<file path="src/hw/rtl/jdc_pkg.sv">
package jdc_pkg;

  // Day number of the day before 1 Mar of year 0 (shifted year count)
  localparam logic [21:0] EpochToJdn = 22'd1721117;

  // Supported span: 1 Jan -32768 .. 31 Dec 32767
  localparam logic signed [24:0] JdnLo = -25'sd10247088;
  localparam logic signed [24:0] JdnHi = 25'sd13689569;

  // Days in a four-year cycle
  localparam logic [10:0] DaysIn4y = 11'd1461;

  // Inverse path: u = 4*(jd - 1721118) + 3 + 1461*32768, always positive in span
  localparam logic [27:0] UOffset = 28'd40989579;

  // floor(2^37 / 1461); estimate is the exact quotient or one below
  localparam logic [26:0] Recip4y = 27'd94071836;
  localparam int unsigned RecipShift = 37;

  // Bias added to the cycle quotient by UOffset
  localparam logic [16:0] QBias = 17'd32768;

  // Month index counted from March (0 = Mar .. 11 = Feb)
  localparam logic [3:0] IdxJan = 4'd10;

  // Date fields shared by both conversion paths
  typedef struct packed {
    logic signed [15:0] year;
    logic [3:0]         month;
    logic [4:0]         day;
    logic               leap;
    logic [4:0]         mlen;
  } date_t;

  // Day offset of a month within a March-based year
  function automatic logic [8:0] month_start(input logic [3:0] idx);
    unique case (idx)
      4'd0:    return 9'd0;
      4'd1:    return 9'd31;
      4'd2:    return 9'd61;
      4'd3:    return 9'd92;
      4'd4:    return 9'd122;
      4'd5:    return 9'd153;
      4'd6:    return 9'd184;
      4'd7:    return 9'd214;
      4'd8:    return 9'd245;
      4'd9:    return 9'd275;
      4'd10:   return 9'd306;
      4'd11:   return 9'd337;
      default: return 9'd0;
    endcase
  endfunction

  // Days in a month, zero for a month code outside 1..12
  function automatic logic [4:0] month_len(input logic [3:0] month, input logic leap);
    unique case (month)
      4'd1, 4'd3, 4'd5, 4'd7, 4'd8, 4'd10, 4'd12: return 5'd31;
      4'd4, 4'd6, 4'd9, 4'd11:                    return 5'd30;
      4'd2:                                       return leap ? 5'd29 : 5'd28;
      default:                                    return 5'd0;
    endcase
  endfunction

endpackage

</file>
<file path="src/hw/rtl/jdc_fwd.sv">
// Date to day number: check, scale the shifted year by 1461, add month offset
module jdc_fwd import jdc_pkg::*; (
  input  logic               clk,
  input  logic               en,
  input  logic signed [15:0] year,
  input  logic [3:0]         month,
  input  logic [5:0]         day,
  output logic signed [24:0] jd,
  output date_t              date,
  output logic               ok
);

  // stage 1 signals
  logic signed [16:0] ya;
  logic signed [16:0] yc;
  logic               leap;
  logic [4:0]         mlen;
  logic               ok_c;
  logic [3:0]         idx;
  logic [21:0]        jconst;

  logic signed [16:0] yc1;
  logic [21:0]        jc1;
  logic               ok1;
  date_t              date1;

  logic signed [27:0] prod;
  logic signed [27:0] p2;
  logic [21:0]        jc2;
  logic               ok2;
  date_t              date2;

  logic signed [26:0] sum;
  logic signed [24:0] jd3;
  logic               ok3;
  date_t              date3;

  // Stage 1: no year zero, leap test, validity, month offset
  always_comb begin
    ya     = {year[15], year} + (year[15] ? 17'sd1 : 17'sd0);
    yc     = ya - ((month < 4'd3) ? 17'sd1 : 17'sd0);
    leap   = (ya[1:0] == 2'b00);
    mlen   = month_len(month, leap);
    ok_c   = (year != 16'sd0) && (mlen != 5'd0) && (day != 6'd0) &&
             (day <= {1'b0, mlen});
    idx    = (month >= 4'd3) ? (month - 4'd3) : (month + 4'd9);
    jconst = EpochToJdn + {13'd0, month_start(idx)} + {16'd0, day};
  end

  always_ff @(posedge clk) begin
    if (en) begin
      yc1        <= yc;
      jc1        <= jconst;
      ok1        <= ok_c;
      date1.year  <= year;
      date1.month <= month;
      date1.day   <= day[4:0];
      date1.leap  <= leap;
      date1.mlen  <= mlen;
    end
  end

  // Stage 2: days in whole four-year cycles
  assign prod = $signed({{11{yc1[16]}}, yc1}) * $signed({17'd0, DaysIn4y});

  always_ff @(posedge clk) begin
    if (en) begin
      p2    <= prod;
      jc2   <= jc1;
      ok2   <= ok1;
      date2 <= date1;
    end
  end

  // Stage 3: floor divide by 4 and add the constant part
  assign sum = $signed({p2[27], p2[27:2]}) + $signed({5'd0, jc2});

  always_ff @(posedge clk) begin
    if (en) begin
      jd3   <= sum[24:0];
      ok3   <= ok2;
      date3 <= date2;
    end
  end

  // Stage 4: align with the inverse path
  always_ff @(posedge clk) begin
    if (en) begin
      jd   <= jd3;
      ok   <= ok3;
      date <= date3;
    end
  end

endmodule

</file>
<file path="src/hw/rtl/jdc_inv.sv">
// Day number to date: reciprocal divide by 1461, then split the year into months
module jdc_inv import jdc_pkg::*; (
  input  logic               clk,
  input  logic               en,
  input  logic signed [24:0] jd_in,
  output logic signed [24:0] jd,
  output date_t              date,
  output logic               ok
);

  logic signed [27:0] u_full;
  logic               in_span;
  logic [26:0]        u1;
  logic signed [24:0] jd1;
  logic               ok1;

  logic [53:0]        prod;
  logic [26:0]        u2;
  logic [16:0]        q2;
  logic signed [24:0] jd2;
  logic               ok2;

  logic [27:0]        rem_full;
  logic [11:0]        rem3;
  logic [16:0]        q3;
  logic signed [24:0] jd3;
  logic               ok3;

  logic [10:0]        remc;
  logic [16:0]        qc;
  logic [8:0]         doy;
  logic [3:0]         cnt;
  logic [16:0]        q4;
  logic [8:0]         d4;
  logic [3:0]         x4;

  logic signed [16:0] qs;
  logic               carry;
  logic signed [16:0] yy;
  logic signed [16:0] yout;
  logic [3:0]         mon;
  logic [8:0]         dom;

  // Stage 1: span check and biased cycle numerator
  always_comb begin
    u_full  = $signed({jd_in[24], jd_in, 2'b00}) + $signed(UOffset);
    in_span = (jd_in >= JdnLo) && (jd_in <= JdnHi);
  end

  always_ff @(posedge clk) begin
    if (en) begin
      u1  <= u_full[26:0];
      jd1 <= jd_in;
      ok1 <= in_span;
    end
  end

  // Stage 2: quotient estimate by reciprocal multiply
  assign prod = {27'd0, u1} * {27'd0, Recip4y};

  always_ff @(posedge clk) begin
    if (en) begin
      q2  <= prod[RecipShift +: 17];
      u2  <= u1;
      jd2 <= jd1;
      ok2 <= ok1;
    end
  end

  // Stage 3: raw remainder, below twice the divisor
  assign rem_full = {1'b0, u2} - ({11'd0, q2} * {17'd0, DaysIn4y});

  always_ff @(posedge clk) begin
    if (en) begin
      rem3 <= rem_full[11:0];
      q3   <= q2;
      jd3  <= jd2;
      ok3  <= ok2;
    end
  end

  // Stage 4: correct quotient, day of year, month index by threshold count
  always_comb begin
    if (rem3 >= {1'b0, DaysIn4y}) begin
      remc = 11'(rem3 - {1'b0, DaysIn4y});
      qc   = q3 + 17'd1;
    end else begin
      remc = rem3[10:0];
      qc   = q3;
    end
    doy = remc[10:2];
    cnt = 4'd0;
    for (int k = 1; k < 12; k++) begin
      if (doy >= month_start(4'(k))) cnt = cnt + 4'd1;
    end
  end

  always_ff @(posedge clk) begin
    if (en) begin
      q4  <= qc;
      d4  <= doy;
      x4  <= cnt;
      jd  <= jd3;
      ok  <= ok3;
    end
  end

  // Date assembly from the stage 4 registers
  always_comb begin
    qs    = $signed(q4 - QBias);
    carry = (x4 >= IdxJan);
    yy    = qs + (carry ? 17'sd1 : 17'sd0);
    yout  = (yy <= 17'sd0) ? (yy - 17'sd1) : yy;
    mon   = carry ? (x4 - 4'd9) : (x4 + 4'd3);
    dom   = d4 - month_start(x4) + 9'd1;
    date.year  = yout[15:0];
    date.month = mon;
    date.day   = dom[4:0];
    date.leap  = (yy[1:0] == 2'b00);
    date.mlen  = month_len(mon, date.leap);
  end

endmodule

</file>
<file path="src/hw/rtl/julian_date_day_number_converter.sv">
// Julian calendar date <-> Julian day number, proleptic, no year zero. Each
// request picks its direction by s_tuser (0: date to day number, 1: day number
// to date). One request enters per cycle while s_tready is high, and its result
// passes through the four pipeline stages and the output register before it is
// presented on the output. The whole pipeline moves together, so throughput
// is one result per cycle for as long as m_tready stays high. The deepest stage
// holds the 27x27 reciprocal multiply that divides by the 1461-day cycle. A bad
// date, year zero, or a day number outside -10247088..13689569 yields an
// all-zero result with valid_res low.
module julian_date_day_number_converter import jdc_pkg::*; (
  input  logic        clk,
  input  logic        rst,
  input  logic        s_tvalid,
  output logic        s_tready,
  // in_year[15:0], in_month[19:16], in_day[25:20], day_number[50:26], zero[55:51]
  input  logic [55:0] s_tdata,
  // command[0]
  input  logic        s_tuser,
  output logic        m_tvalid,
  input  logic        m_tready,
  // out_day_number[24:0], out_year[40:25], out_month[44:41], out_day[49:45],
  // leap_year[50], month_length[55:51]
  output logic [55:0] m_tdata,
  // valid_res[0]
  output logic        m_tuser
);

  logic               adv;
  logic [3:0]         vld;
  logic [3:0]         cmd;

  logic signed [24:0] fwd_jd;
  date_t              fwd_date;
  logic               fwd_ok;
  logic signed [24:0] inv_jd;
  date_t              inv_date;
  logic               inv_ok;

  logic signed [24:0] sel_jd;
  date_t              sel_date;
  logic               sel_ok;

  // Pipeline moves when the output register is free or being drained
  assign adv      = !m_tvalid || m_tready;
  assign s_tready = adv;

  jdc_fwd u_fwd (
    .clk   (clk),
    .en    (adv),
    .year  ($signed(s_tdata[15:0])),
    .month (s_tdata[19:16]),
    .day   (s_tdata[25:20]),
    .jd    (fwd_jd),
    .date  (fwd_date),
    .ok    (fwd_ok)
  );

  jdc_inv u_inv (
    .clk   (clk),
    .en    (adv),
    .jd_in ($signed(s_tdata[50:26])),
    .jd    (inv_jd),
    .date  (inv_date),
    .ok    (inv_ok)
  );

  // Valid bits and command travel beside the data
  always_ff @(posedge clk) begin
    if (rst) begin
      vld <= 4'd0;
    end else if (adv) begin
      vld <= {vld[2:0], s_tvalid};
    end
  end

  always_ff @(posedge clk) begin
    if (adv) begin
      cmd <= {cmd[2:0], s_tuser};
    end
  end

  // Pick the direction's result
  always_comb begin
    if (cmd[3]) begin
      sel_jd   = inv_jd;
      sel_date = inv_date;
      sel_ok   = inv_ok;
    end else begin
      sel_jd   = fwd_jd;
      sel_date = fwd_date;
      sel_ok   = fwd_ok;
    end
  end

  // Output register
  always_ff @(posedge clk) begin
    if (rst) begin
      m_tvalid <= 1'b0;
    end else if (adv) begin
      m_tvalid <= vld[3];
    end
  end

  always_ff @(posedge clk) begin
    if (adv) begin
      if (sel_ok) begin
        m_tdata <= {sel_date.mlen, sel_date.leap, sel_date.day, sel_date.month,
                    sel_date.year, sel_jd};
        m_tuser <= 1'b1;
      end else begin
        m_tdata <= 56'd0;
        m_tuser <= 1'b0;
      end
    end
  end

endmodule

</file>
<file path="config.mk">
export PLATFORM = sky130hd
export DESIGN_NAME = julian_date_day_number_converter
export DESIGN_NICKNAME = d
export VERILOG_FILES = /design/src/hw/rtl/jdc_pkg.sv /design/src/hw/rtl/jdc_fwd.sv /design/src/hw/rtl/jdc_inv.sv /design/src/hw/rtl/julian_date_day_number_converter.sv
export SDC_FILE = /design/constraint.sdc
export NUM_CORES = 2
export LEC_CHECK = 0
export BUFFER_PORTS_ARGS = -buffer_cell sky130_fd_sc_hd__buf_2
export CORE_AREA = 2 2 309 433
export DETAILED_ROUTE_END_ITERATION = 7
export DIE_AREA = 0 0 311 435
export PLACE_DENSITY = 0.48
export SLEW_MARGIN = 20
export SYNTH_ARGS = -nofsm -noshare
export SYNTH_HDL_FRONTEND = slang
export SYNTH_SLANG_ARGS = --single-unit
</file>
<file path="constraint.sdc">
create_clock -name clk -period 63.9 [get_ports clk]
set_input_delay 12.78 -clock clk [delete_from_list [all_inputs] [get_ports clk]]
set_output_delay 12.78 -clock clk [all_outputs]
set_load 0.02 [all_outputs]
</file>
==> impl_metrics.csv <==
group,metric,value,unit
critical_path,crit_path_end_kind,"output port",
drt,drt_iter0_markers,1244,
floorplan,rows,158,
final_layout,n_fill_cell,13380,
critical_path,crit_required,51.12,ns
global_routing,grt_first_pass_wirelength,142800,microns
critical_path,reg2reg_to,"u_inv.q2[13]",
yosys,synth.distinct_cells,97,
timing,finalSetupViolCount,0,
floorplan,core_area,131700,sq um
critical_path,crit_start,"m_tready",
placed_design,gp_congestion,0.8526,
timing,skew,0.07262,ns
critical_path,r2r_cells,28,
timing,post-route-period-util,0.4142,
global_routing,antenna_found_initial,6,
critical_path,critPathTopFamily,"buffers and inverters",
critical_path,endpoint,"s_tready",
clock_tree,ctsHoldBuffers,0,
yosys,synthFlopType,"edfxtp_1",
clock_tree,cts_root_buf,"clkbuf_16",
critical_path,path_class,"in2out",
clock_tree,postCtsSetupBuffers,0,
critical_path,path_max_fanout,50,
clock_tree,tritoncts,"built",
critical_path,worst_r2r_startpoint,"u_inv.u1[17]",
critical_path,path_depth,5,
drt,viasPerCell,4.461,
yosys,syn-num-nets,4212,
final_layout,final_cell_mix,"inv_1 (771), edfxtp_1 (502), ha_1 (457)",
clock_tree,clk_path_buf_depth,3,
timing,relSlewSlack,0.2421,
yosys,syn-cell-area,39090,sq um
global_routing,grt_pass1_vias,25260,
final_layout,layout_commonest_cell,"inv_1",
yosys,async_flop_share,0,
yosys,syn-instance-count,3328,
yosys,yosysWarnings,0,
global_routing,grt_max_degree,190,
drt,num_vias,23490,
drt,routedWlPerCell,17.13,microns
floorplan,pin_count,120,
drt,wl,90220,microns
timing,hold_viol_final,0,
clock_tree,clock_latency,0.66,ns
placed_design,placed_cells,5159,
critical_path,slowest_delay,0.27,ns
timing,finalSetupTns,0,ns
floorplan,die_y,435,microns
final_layout,final_core_util,0.3312,
outcome,status,"finished clean",
critical_path,worstPathCellList,"buf_2, nor2b_1, buf_4, inv_8, buf_2",
timing,timing.fmax,37.78,MHz
clock_tree,htreeDepth,2,
global_routing,grt_usage,0.1350,
clock_tree,cts_resized,0,
clock_tree,numCtsBuffers,57,
floorplan,die_area,135300,sq um
clock_tree,clk_pin_slew,0.06,ns
critical_path,start_kind,"input port",
timing,report.final.slew_viol_count,0,
critical_path,cp.arrival,13.69,ns
timing,finalCriticalPeriod,26.47,ns
timing,rsz0062_at_grt,"no",
job,maxCapViolCount,0,
yosys,synth_seq_cells,512,
drt,drc,0,
final_layout,fin_cells,5266,
hold_path,hp-class,"reg2reg",
floorplan,initial_core_util,0.2969,
critical_path,crit_top_cell,"buf_2",
global_routing,overflow,0,
yosys,avgSynthCellArea,11.75,sq um
final_layout,final_layout_size_suffix_gt1_frac,0.07247,
placed_design,hpwlAfterDp,72330,microns
clock_tree,clock-sinks,512,
yosys,ys_seq_area_frac,0.3908,
yosys,synth_edf_count,502,
drt,antenna_left,0,
critical_path,rrSetupSlack,54.49,ns
critical_path,crit_path_top_delay_cell,"inv_8",
timing,worst_pin_slew,1.137,ns
placed_design,dp_slack,37.43,ns
floorplan,die_x,311,microns
placed_design,port-buffer-count,114,
drt,firstDrtPassIters,5,
critical_path,path_buf_inv,4,
final_layout,final_nets,4342,
timing,setup_slack,37.43,ns
final_layout,areaGrowthSynthToFinish,11.54,%
## metal layers
layer | wire length [microns] | share of wire | track usage
met1 | 38050 | 0.42 | 0.1636
met2 | 46600 | 0.52 | 0.2483
met3 | 2359 | 0.026 | 0.01325
met4 | 3200 | 0.035 | 0.04550
met5 | 0 | 0 | 0
## layout make-up
type / count / area [sq um] / share of cell area
clock buffers: 75 / 1534 / 0.03518
well taps: 1760 / 2202 / 0.05051
multi-input cells: 1988 / 20660 / 0.4739
repair buffers: 126 / 673.1 / 0.01544
flip-flops and latches: 512 / 15270 / 0.3503
diodes: 1 / 2.502 / 0.00005739
clock inverters: 31 / 342.8 / 0.007863
inverters: 773 / 2910 / 0.06675
## state kept, by name (all words and copies together) (netlist names), 5 cells and up, named ones only
signal       count
u_inv.q2        17
u_inv.q3        17
u_fwd.yc1       17
u_fwd.jc2       11
u_inv.u1        24
u_fwd.date1     29
m_tdata         54
u_inv.jd2       25
u_inv.jd3       25
u_inv.jd1       25
u_inv.q4        17
u_inv.jd        25
u_fwd.jd        25
u_fwd.jd3       25
u_fwd.jc1       11
u_fwd.date3     29
u_inv.rem3      12
u_inv.d4         5
u_fwd.date      29
u_fwd.p2        25
u_inv.u2         9
u_fwd.date2     29
## logic make-up after synthesis
family / Yosys count / share of synthesized area
buffers and inverters: 828 / 0.08085
adders and majority gates: 823 / 0.3337
DFF: 512 / 0.3908
and+or+nand+nor: 510 / 0.06383
AOI/OAI and AO/OA: 402 / 0.06991
xor gates and xnor gates: 199 / 0.04680
muxes: 54 / 0.01412
## synthesized netlist by cell type (10+ instances only)
library cell  number  area, sq um
buf_2             11        55.05
edfxtp_1         502        15070
nand3_1           47        235.2
o21ai_0           98        490.5
nor3_1            26        130.1
ha_1             457         5718
o31ai_1           10        75.07
clkbuf_1          32        120.1
nor4_1            11        68.82
nand4_1           24        150.1
a21boi_0          14        105.1
and3_1            27        168.9
and2_1            19        118.9
nor2b_1           21        131.4
inv_1            772         2898
a211oi_1          12        90.09
a31oi_1           17        106.4
fa_1             366         7327
xor2_1            55        481.7
a21oi_1           96        480.5
nor2_1           142        533.0
nand2_1          133        499.2
a21o_1            34        255.2
mux2i_1           48        480.5
nand2b_1          18        112.6
dfxtp_1           10        200.2
o211ai_1          12        90.09
xnor2_1          138         1209
o21a_1            13        97.59
## worst reg2reg max path, delay by kind of cell, from the launching register on
kind / cells / cell delay (ns)
buf+inv: 6 / 0.41
compound gates: 9 / 2.75
xor+xnor: 1 / 0.25
fa+ha+maj: 8 / 4.23
flops: 1 / 0.62
simple gates: 4 / 0.94
## how the worst min path moves through the flow
stage / start / to / slack [ns] / depth (start not counted)
global placement: u_fwd.jc1[8] / u_fwd.jc2[8] / 0.40 / 0
CTS: u_fwd.jc1[1] / u_fwd.jc2[1] / 0.38 / 0
detailed placement: u_fwd.date3[13] / u_fwd.date[13] / 0.40 / 0
finish: u_fwd.jc1[1] / u_fwd.jc2[1] / 0.38 / 0
floorplan: cmd[0] / cmd[1] / 0.40 / 0
global route: u_fwd.jc1[1] / u_fwd.jc2[1] / 0.37 / 0
## through the flow
| step | hold slack [ns] | cell area (sq um) |
|---|---|---|
| final | 0.3772 | 43600 |
| after floorplan | 0.4003 | 39090 |
| after global routing | 0.3713 | 43600 |
| after detailed placement | 0.4045 | 41720 |
| after CTS | 0.3756 | 43600 |
| after global placement | 0.4007 | 41720 |
Power is left out: the tool's default activity adds up to more than one toggle a clock period on the data nets, which glitch-free logic cannot reach.
